### config.mk
export PLATFORM = sky130hd
export DESIGN_NAME = ped_ctrl
export DESIGN_NICKNAME = d
export VERILOG_FILES = /design/src/rtl/core/ped_pkg.sv /design/src/rtl/core/ped_ctrl.sv
export SDC_FILE = /design/constraint.sdc
export NUM_CORES = 1
export LEC_CHECK = 0
export ABC_AREA = 1
export BUFFER_PORTS_ARGS = -buffer_cell sky130_fd_sc_hd__buf_2
export CORE_AREA = 2 2 39 41
export CTS_CLUSTER_SIZE = 20
export DETAILED_ROUTE_END_ITERATION = 10
export DIE_AREA = 0 0 41 43
export MAX_ROUTING_LAYER = met4
export PLACE_DENSITY = 0.36
export SLEW_MARGIN = 0
export SYNTH_ARGS = -nofsm -noshare
export SYNTH_HDL_FRONTEND = slang
export SYNTH_SLANG_ARGS = --single-unit
### constraint.sdc
create_clock -name clk -period 2.4 [get_ports clk]
set_clock_uncertainty 0.2 [all_clocks]
set_input_delay 0.12 -clock clk [delete_from_list [all_inputs] [get_ports clk]]
set_output_delay 0.12 -clock clk [all_outputs]
set_load 0.01 [all_outputs]
### src/rtl/core/ped_pkg.sv
// shared types, constants and helpers for the pheromone evaporate/deposit block
`default_nettype none

package ped_pkg;

  // default sizing of the pheromone store
  localparam int unsigned DEF_MAX_MATRICES = 4;
  localparam int unsigned DEF_MAX_VERTICES = 256;

  // register reset values
  localparam logic [15:0] RESET_RATE  = 16'd6554;
  localparam logic [31:0] RESET_FLOOR = 32'd655;

  // configuration register indexes
  localparam logic REG_EVAP_RATE = 1'b0;
  localparam logic REG_FLOOR     = 1'b1;

  // controller states
  typedef enum logic [2:0] {
    ST_CLEAR,
    ST_IDLE,
    ST_SWEEP,
    ST_DRAIN,
    ST_LOOKUP,
    ST_UPDATE
  } ped_state_t;

  // controller to datapath commands
  typedef struct packed {
    logic clear_wr;   // write reset floor at the sweep counter
    logic sweep_rd;   // read the next entry of the evaporation sweep
    logic load_item;  // capture the accepted transaction
    logic dep_rd;     // read the addressed entry
    logic dep_wr;     // write the deposited entry and load the output register
  } ped_cmd_t;

  // datapath to controller status
  typedef struct packed {
    logic cnt_last;   // sweep counter at the last entry
    logic pipe_busy;  // evaporation pipeline still holds entries
    logic out_free;   // output register can take a new result this cycle
  } ped_status_t;

  // remainder of a narrow value by a constant modulus, restoring compare-subtract
  function automatic logic [7:0] mod_narrow(input logic [7:0] v, input int unsigned m);
    logic [19:0] r;
    logic [19:0] d;
    r = {12'd0, v};
    for (int i = 7; i >= 0; i--) begin
      d = 20'(m) << i;
      if (r >= d) begin
        r = r - d;
      end
    end
    return r[7:0];
  endfunction

endpackage

`default_nettype wire

### src/rtl/core/ped_ctrl.sv
// controller state machine: clearing pass, evaporation sweep and deposit sequencing
`default_nettype none

module ped_ctrl
  import ped_pkg::*;
(
  input  wire logic        clk,
  input  wire logic        rst,
  input  wire logic        in_valid,
  input  wire logic        start_of_update,
  input  wire ped_status_t status,
  output ped_cmd_t         cmd,
  output logic             in_stall
);

  ped_state_t state;
  ped_state_t state_next;
  logic       take;

  // input transaction can be taken when idle or while finishing a deposit
  always_comb begin
    take = 1'b0;
    case (state)
      ST_IDLE:   take = 1'b1;
      ST_UPDATE: take = status.out_free;
      default:   take = 1'b0;
    endcase
  end

  // state register
  always_ff @(posedge clk) begin
    if (rst) begin
      state <= ST_CLEAR;
    end else begin
      state <= state_next;
    end
  end

  // next state
  always_comb begin
    state_next = state;
    case (state)
      ST_CLEAR: begin
        if (status.cnt_last) state_next = ST_IDLE;
      end
      ST_IDLE: begin
        if (in_valid) state_next = start_of_update ? ST_SWEEP : ST_LOOKUP;
      end
      ST_SWEEP: begin
        if (status.cnt_last) state_next = ST_DRAIN;
      end
      ST_DRAIN: begin
        if (!status.pipe_busy) state_next = ST_LOOKUP;
      end
      ST_LOOKUP: begin
        state_next = ST_UPDATE;
      end
      ST_UPDATE: begin
        if (status.out_free) begin
          if (in_valid) begin
            state_next = start_of_update ? ST_SWEEP : ST_LOOKUP;
          end else begin
            state_next = ST_IDLE;
          end
        end
      end
      default: state_next = ST_CLEAR;
    endcase
  end

  // outputs
  always_comb begin
    cmd           = '0;
    in_stall      = !take;
    cmd.load_item = take && in_valid;
    case (state)
      ST_CLEAR:  cmd.clear_wr = 1'b1;
      ST_SWEEP:  cmd.sweep_rd = 1'b1;
      ST_LOOKUP: cmd.dep_rd   = 1'b1;
      ST_UPDATE: cmd.dep_wr   = status.out_free;
      default:   cmd.clear_wr = 1'b0;
    endcase
  end

endmodule

`default_nettype wire

* Word-level counts from Yosys, hierarchy flattened
Index checks and enable logic that the tools add are counted.
** Cells by class
- Mux-type cells :: 13
- Equal/unequal tests :: 10
- Reduce and logical (&&, ||, !) cells :: 4
** Operators with widths (count)
- $mux W3 :: 7
- $pmux W3 S6 :: 1
- $ne A2 B2 Y1 const B :: 5
- $eq A3 B2 Y1 const B :: 2
- $eq A3 B3 Y1 const B :: 2
- $reduce_and A5 Y1 :: 1
- $mux W1 :: 4
- $eq A3 B1 Y1 const B :: 1
- $logic_not A3 Y1 :: 1
- $pmux W1 S2 :: 1
- $logic_and A1 B1 Y1 :: 1
- $logic_not A1 Y1 :: 1
** Storage, ports and cells
- Bits of input ports :: 7
- Logic and storage cells :: 28
- Register bits after elaboration :: 3
- Output and inout bits :: 6

* Logic depth before layout (Yosys ltp)
Gate-level depths: netlist (run 1).
- Word-level depth :: 4
- Depth in mapped cells :: 7
- Gate-level depth less buffers :: 7

* Least setup slack after synthesis (run 1)
OpenSTA, ideal clock, no wires.
- Path kind :: flip-flop to output port
- Start :: reg state[0]
- End :: out cmd[2] (netlist name)
- Path buffers :: 0
- Arrival :: 0.969 ns
- Cell stages (with the launch flop) :: 5
- Slack :: 1.111 ns
- Required time :: 2.080 ns
- Cells stage by stage :: dfxtp_1 > inv_2 > nor2_4 > o21ai_0 > nor2_1
** RTL lines
- start: declaration :: line ped_ctrl.sv:16 : ped_state_t state;
- start signal: assignment :: line ped_ctrl.sv:35 : state <= state_next;
- end: declaration :: line ped_ctrl.sv:12 : output ped_cmd_t cmd,

==> Flow_metrics.wiki, run 1 <==
{| class="wikitable"
! Metric !! Value
|-
| Top cell type's share of synthesized area || 0.234
|-
| FF+latch count, synth || 3
|-
| Crit Path Category || register to output pin
|-
| Flop2flop setup slack || 1.11 ns
|-
| Switching portion of total power || 0.451
|-
| First-pass GRT wire length || 1260 µm
|-
| Antenna diode count || 0
|-
| Final instance area || 383 µm²
|-
| Slew @ Worst Pin || 0.274 ns
|-
| Detail-routed via count per cell || 4.32
|-
| Highest clock frequency the design can meet || 0.655 GHz
|-
| Primary flip-flop cell chosen by synthesis mapping || sky130_fd_sc_hd__dfxtp_1
|-
| Top cells by area, synth || sky130_fd_sc_hd__dfxtp_1 23%, sky130_fd_sc_hd__nand2_1 18%, sky130_fd_sc_hd__inv_1 8.8%, sky130_fd_sc_hd__nand3_1 7.8%, sky130_fd_sc_hd__nand3_2 7.8%
|-
| Arrival time of the worst setup path || 1.21 ns
|-
| CP top delay family || flip-flops
|-
| Final Wtd Congestion || 0.710
|-
| Startpoint of the worst hold path || start_of_update
|-
| Asr flop ratio synth || 0
|-
| Crit path buf inv count || 2
|-
| Cells traversed along the worst timing path || inv_2, nor2_4, o21ai_0, nor2_1, buf_2
|-
| Via count || 333
|-
| Final Critical Period || 1.53 ns
|-
| Relative contribution of sequential cells to total power || 0.248
|-
| DR iter-0 viols || 5
|-
| Worst R2R End || state[0]
|-
| Average cell area after synthesis || 5.97 µm²
|-
| Most common cell in the netlist || sky130_fd_sc_hd__nand2_1
|-
| Aggregate routed wire length || 688 µm
|-
| Area growth from synthesis to final layout || 49.3%
|-
| Pin count of the biggest net entering global routing || 8
|-
| Cell chosen for the clock root || sky130_fd_sc_hd__clkbuf_4
|-
| Count of synthesis-stage warnings from yosys || 0
|-
| Sw power || 163 µW
|-
| Pre-antenna DRT Iters || 4
|-
| Largest register FFs || 3
|-
| Die boundary height || 43 µm
|-
| Pwr per Cell Area || 945 nW/µm²
|-
| Cell depth of the worst flop-to-flop path || 7
|-
| Placed wire-length estimate after detailed placement || 564 µm
|-
| Setup bufs post-CTS || 0
|-
| Dominant cell type by area after synthesis || sky130_fd_sc_hd__dfxtp_1
|-
| Horizontal die dimension || 41 µm
|-
| I/O pin count || 13
|-
| All-layer global routing usage || 0.109
|-
| R2R Path Start || state[0]
|-
| Library cell contributing the largest single delay on the critical path || sky130_fd_sc_hd__dfxtp_1
|-
| Cell types with the highest counts after synthesis || 12 x sky130_fd_sc_hd__nand2_1, 6 x sky130_fd_sc_hd__inv_1, 4 x sky130_fd_sc_hd__nand3_1
|-
| Sequential area share after synthesis || 0.234
|-
| Ratio of final minimum period to clock period || 0.636
|-
| Tightest slew margin relative to the limit || 0.817
|-
| Number of CTS-inserted buffers || 3
|-
| Post-synthesis instance area || 256 µm²
|-
| Final Setup Violations || 0
|-
| Crit path max fanout || 6
|-
| Overall die area || 1760 µm²
|-
| Maximum ir drop on the vdd rail || 0.000221 V
|-
| Startpoint kind of the worst setup timing path || register
|-
| Initial core utilization || 0.185
|-
| Number of enable flip-flop cells after synthesis || 0
|-
| IO buf count || 12
|-
| Final max-slew violation count || 0
|-
| Number of nets in the layout || 69
|-
| Clock Tree Buf Depth || 2
|-
| Result of the run || finished clean
|-
| Count of cell types in the netlist || 13
|-
| Leak pwr || 0.000204 µW
|-
| Via count of the first global-routing pass || 339
|-
| Max-cap violation count || 0
|-
| Required @ worst endpoint || 2.08 ns
|-
| Maximum cell stage delay along the critical path || 0.42 ns
|-
| DR WL/cell || 8.94 µm
|-
| End point of the most critical hold path || state[1]
|-
| Row count || 14
|-
| Standard cell area after detailed placement || 337 µm²
|-
| Count of cells along the worst hold path || 5
|-
| Register ranked first by flip-flop count || state
|-
| RSZ-0062 raised after global routing || no
|-
| Power share of the clock group || 0.238
|-
| Fraction of layout instances using a drive strength above 1 || 0.344
|-
| Hold Violations, Final || 0
|-
| Count of unresolved DRC violations after routing || 0
|-
| Clk pin slew, worst setup/hold paths || 0.03 ns
|-
| Initial antenna violation count || 0
|-
| Total negative slack || 0 ns
|-
| Latest clock arrival within the worst-skew pair || 0.23 ns
|-
| Number of clock sinks seen by CTS || 3
|-
| Biggest regs || state x3
|-
| Endpoint kind of the worst setup timing path || output pin
|-
| Total number of H-tree levels || 1
|-
| Post-synth net total || 50
|-
| Core footprint || 1380 µm²
|-
| Cell internal power dissipation || 199 µW
|-
| Clock tree from TritonCTS || yes
|-
| Count of antenna-violating nets left after detailed routing || 0
|-
| Combinational Power Share || 0.514
|-
| Worst Hold Class || input pin to register
|-
| Overflow left after global routing || 0
|-
| Cell count after synthesis || 43
|}
## worst reg2reg max path, stage by stage (launching register included)
cell and delay [ns]:
sky130_fd_sc_hd__dfxtp_1 0.42, sky130_fd_sc_hd__inv_2 0.09, sky130_fd_sc_hd__nor2_4 0.13, sky130_fd_sc_hd__nand3_2 0.08
sky130_fd_sc_hd__nand3_2 0.09, sky130_fd_sc_hd__inv_2 0.05, sky130_fd_sc_hd__nand2_1 0.06, sky130_fd_sc_hd__a21oi_1 0.05
## how the worst max path moves through the flow
stage,to,startpoint,depth (start not counted)
2_1_floorplan,cmd[2],state[0],4
3_3_place_gp,state[0],state[0],7
3_5_place_dp,cmd[2],state[0],5
4_1_cts,cmd[2],state[0],5
5_1_grt,cmd[2],state[0],5
6_report,cmd[2],state[0],5
## power by group through the flow
stage               registers (µW)  logic, µW  clock network, µW
detailed placement            90.6        186                  0
floorplan                     84.6        134                  0
global placement              91.4        191                  0
CTS                           89.8        189               91.9
finish                        89.7        186               86.1
global route                  93.8        215               98.2
## cells by family (layout without fill, tap and decap cells)
kind of cell / Yosys count / in the layout / share of synthesized area
DFF: 3 / 3 / 0.234
buffers and inverters: 9 / 27 / 0.132
and+or+nand+nor: 27 / 27 / 0.556
AOI/OAI and AO/OA: 4 / 4 / 0.0780
## stage by stage
stage                      util  power, µW  worst slack (ns)  std cells  hold WS (ns)
after floorplan               -        218              1.11         43       -0.0109
after global placement    0.243        283              1.08         71         0.124
after detailed placement  0.243        277              1.10         71         0.119
after CTS                 0.277        371             0.847         77        0.0650
after global routing      0.277        407             0.677         77        0.0909
final                     0.277        362             0.874         77        0.0715
## cell type report
type,count,area [µm²]
Timing Repair Buffer,14,80.1
Inverter,9,33.8
Fill cell,179,1000
Tap cell,16,20.0
Clock buffer,4,26.3
Sequential cell,3,60.1
Multi-Input combinational cell,31,163
## layer usage
| layer | vias up | share of wire | global-route usage |
|---|---|---|---|
| met1 | 151 | 0.42 | 0.112 |
| met2 | 6 | 0.51 | 0.166 |
| li1 | 176 | - | - |
| met3 | 0 | 0.063 | 0.0314 |
| met5 | - | 0 | - |
| met4 | 0 | 0 | 0.0800 |
## placed cells by master, fill, tap and decap left out
cell	n
sky130_fd_sc_hd__dlygate4sd3_1	2
sky130_fd_sc_hd__a21oi_1	3
sky130_fd_sc_hd__o21ai_0	1
sky130_fd_sc_hd__nand3b_1	2
sky130_fd_sc_hd__clkbuf_1	1
sky130_fd_sc_hd__inv_1	6
sky130_fd_sc_hd__clkbuf_4	3
sky130_fd_sc_hd__inv_2	3
sky130_fd_sc_hd__buf_2	12
sky130_fd_sc_hd__nor2_1	2
sky130_fd_sc_hd__nand3_2	2
sky130_fd_sc_hd__nor3_1	1
sky130_fd_sc_hd__nand2_1	12
sky130_fd_sc_hd__nand3_1	4
sky130_fd_sc_hd__dfxtp_1	3
sky130_fd_sc_hd__nor2_4	1
sky130_fd_sc_hd__nand4_1	3
## what timing repair did
item	in CTS	in global routing
resized for setup	0	0
endpoints found under the hold margin	3	0
hold buffers	2	0
Note: power is estimated with default switching activity, not from simulation.
==> inputs of run 2 (changes only) <==
- PLACE_DENSITY: 0.36 -> 0.38
- clock period: 2.4 -> 1.27 ns (I/O delays scaled with it)
==> Flow_metrics.wiki, run 2 (synthesized netlist as in run 1, its figures left out) <==
{| class="wikitable"
! Metric !! Value
|-
| Total number of H-tree levels || 1
|-
| Antenna diode count || 0
|-
| Count of unresolved DRC violations after routing || 0
|-
| Overall die area || 1760 µm²
|-
| Count of cells along the worst hold path || 5
|-
| Fraction of layout instances using a drive strength above 1 || 0.515
|-
| Worst setup margin || -0.0153 ns
|-
| Tightest slew margin relative to the limit || 0.911
|-
| Number of placed instances, taps included || 73
|-
| Startpoint of the worst hold path || start_of_update
|-
| Placed wire-length estimate after detailed placement || 557 µm
|-
| Startpoint kind of the worst setup timing path || register
|-
| Via count of the first global-routing pass || 333
|-
| Initial antenna violation count || 0
|-
| Result of the run || finished with violations
|-
| Switching portion of total power || 0.435
|-
| Latest clock arrival within the worst-skew pair || 0.23 ns
|-
| Relative contribution of sequential cells to total power || 0.232
|-
| Hold Violations, Final || 0
|-
| Arrival time of the worst setup path || 1.02 ns
|-
| Final Critical Period || 1.29 ns
|-
| Cell internal power dissipation || 460 µW
|-
| Maximum ir drop on the vdd rail || 0.000515 V
|-
| IO buf count || 12
|-
| Horizontal die dimension || 41 µm
|-
| Detail-routed via count per cell || 4.15
|-
| Area growth from synthesis to final layout || 83.4%
|-
| Failing checks || setup timing
|-
| Highest-count cells in the layout ignoring fill and taps || 12 x sky130_fd_sc_hd__buf_2, 11 x sky130_fd_sc_hd__nand2_1, 6 x sky130_fd_sc_hd__inv_1
|-
| Clock Tree Buf Depth || 2
|-
| Flop2flop setup slack || 0 ns
|-
| Worst R2R End || state[1]
|-
| RSZ-0062 raised after global routing || yes
|-
| Most common cell after layout, fill and taps aside || sky130_fd_sc_hd__buf_2
|-
| Worst Hold Class || input pin to register
|-
| Number of nets in the layout || 74
|-
| Power share of the clock group || 0.203
|-
| DR WL/cell || 9.07 µm
|-
| Pre-antenna DRT Iters || 2
|-
| Via count || 340
|-
| End point of the most critical hold path || state[1]
|-
| Max-cap violation count || 0
|-
| Initial core utilization || 0.185
|-
| Pin count of the biggest net entering global routing || 8
|-
| Highest clock frequency the design can meet || 0.778 GHz
|-
| Number of clock sinks seen by CTS || 3
|-
| R2R Path Start || state[0]
|-
| Endpoint kind of the worst setup timing path || output pin
|-
| Total power draw || 815 µW
|-
| Overflow left after global routing || 0
|-
| I/O pin count || 13
|-
| Clk pin slew, worst setup/hold paths || 0.04 ns
|-
| Final Wtd Congestion || 0.684
|-
| Ratio of final minimum period to clock period || 1.01
|-
| Slew @ Worst Pin || 0.133 ns
|-
| Sw power || 355 µW
|-
| Biggest regs || state x3
|-
| Pwr per Cell Area || 1730 nW/µm²
|-
| Final max-slew violation count || 0
|-
| Core footprint || 1380 µm²
|-
| Row count || 14
|-
| Number of CTS-inserted buffers || 3
|-
| Leak pwr || 0.000245 µW
|-
| Cell depth of the worst flop-to-flop path || 8
|-
| DR iter-0 viols || 1
|-
| Non-filler instance count after layout || 82
|-
| Util after Layout || 0.340
|-
| First-pass GRT wire length || 1230 µm
|-
| Aggregate routed wire length || 744 µm
|-
| Final Setup Violations || 4
|-
| Register ranked first by flip-flop count || state
|-
| Required @ worst endpoint || 1.01 ns
|-
| All-layer global routing usage || 0.109
|-
| Count of antenna-violating nets left after detailed routing || 0
|-
| Die boundary height || 43 µm
|-
| Crit Path Category || register to output pin
|-
| Combinational Power Share || 0.565
|-
| Clock tree from TritonCTS || yes
|-
| Largest register FFs || 3
|-
| Crit path max fanout || 6
|-
| Cell chosen for the clock root || sky130_fd_sc_hd__clkbuf_4
|}
run 2: changes by cell type in the layout (fill, tap and decap cells not counted), moves of 2 or more:
| cell | delta |
|---|---|
| sky130_fd_sc_hd__dfxtp_1 | -3 |
| sky130_fd_sc_hd__buf_4 | +4 |
| sky130_fd_sc_hd__dfxtp_4 | +3 |
| sky130_fd_sc_hd__inv_4 | +2 |
| sky130_fd_sc_hd__inv_2 | -2 |
run 2: worst max path at each step:
| stage | startpoint | to | slack, ns | depth (start not counted) |
|---|---|---|---|---|
| final | state[2] | cmd[0] | -0.02 | 4 |
| after global routing | state[0] | cmd[2] | -0.10 | 5 |
| after CTS | state[0] | cmd[2] | -0.05 | 5 |
| after detailed placement | state[1] | state[0] | -0.01 | 5 |
| after global placement | state[1] | state[0] | -0.03 | 5 |
| after floorplan | state[0] | cmd[2] | 0.04 | 4 |
run 2: critical path, stage by stage (launching register included):
cell                      delay [ns]
sky130_fd_sc_hd__dfxtp_4        0.39
sky130_fd_sc_hd__nand2_4        0.06
sky130_fd_sc_hd__buf_6          0.11
sky130_fd_sc_hd__nor3_2         0.09
sky130_fd_sc_hd__buf_2          0.15
run 2: stage by stage:
step / worst slack, ns / instance area, µm² / TNS (ns) / hold slack, ns
global route: -0.103 / 470 / -0.576 / 0.0592
global placement: -0.0288 / 352 / -0.0514 / 0.0639
finish: -0.0153 / 470 / -0.0322 / 0.0243
CTS: -0.0489 / 447 / -0.148 / 0.00423
floorplan: 0.0374 / 256 / 0 / -0.0674
detailed placement: -0.0111 / 352 / -0.0111 / 0.0601
run 2: timing repair:
action | CTS | global route
pin swaps | 2 | 3
buffers inserted | 3 | 0
gates resized for setup | 11 | 6
endpoints found under the hold margin | 3 | 0
hold buffers | 2 | 0
endpoints found under the setup margin | 9 | 9
run 2: final cells by class:
type                       count  area, µm²
fill                         161        913
multi-input combinational     31        193
timing repair buffer          19        121
sequential                     3       71.3
inverter                       9       38.8
clock buffer                   4       26.3
tap                           16       20.0
run 2: metal layers:
metal / track usage / vias up / routed length (µm)
met5: - / - / 0
met4: 0.100 / 0 / 0
met3: 0.0157 / 0 / 35
met2: 0.163 / 6 / 392
met1: 0.115 / 145 / 315
li1: - / 189 / -
run 2: power groups by stage:
stage | clock network [µW] | logic (µW) | registers, µW
3_5_place_dp | 0 | 379 | 165
3_3_place_gp | 0 | 386 | 167
5_1_grt | 187 | 521 | 193
2_1_floorplan | 0 | 253 | 160
4_1_cts | 178 | 443 | 175
6_report | 165 | 461 | 189
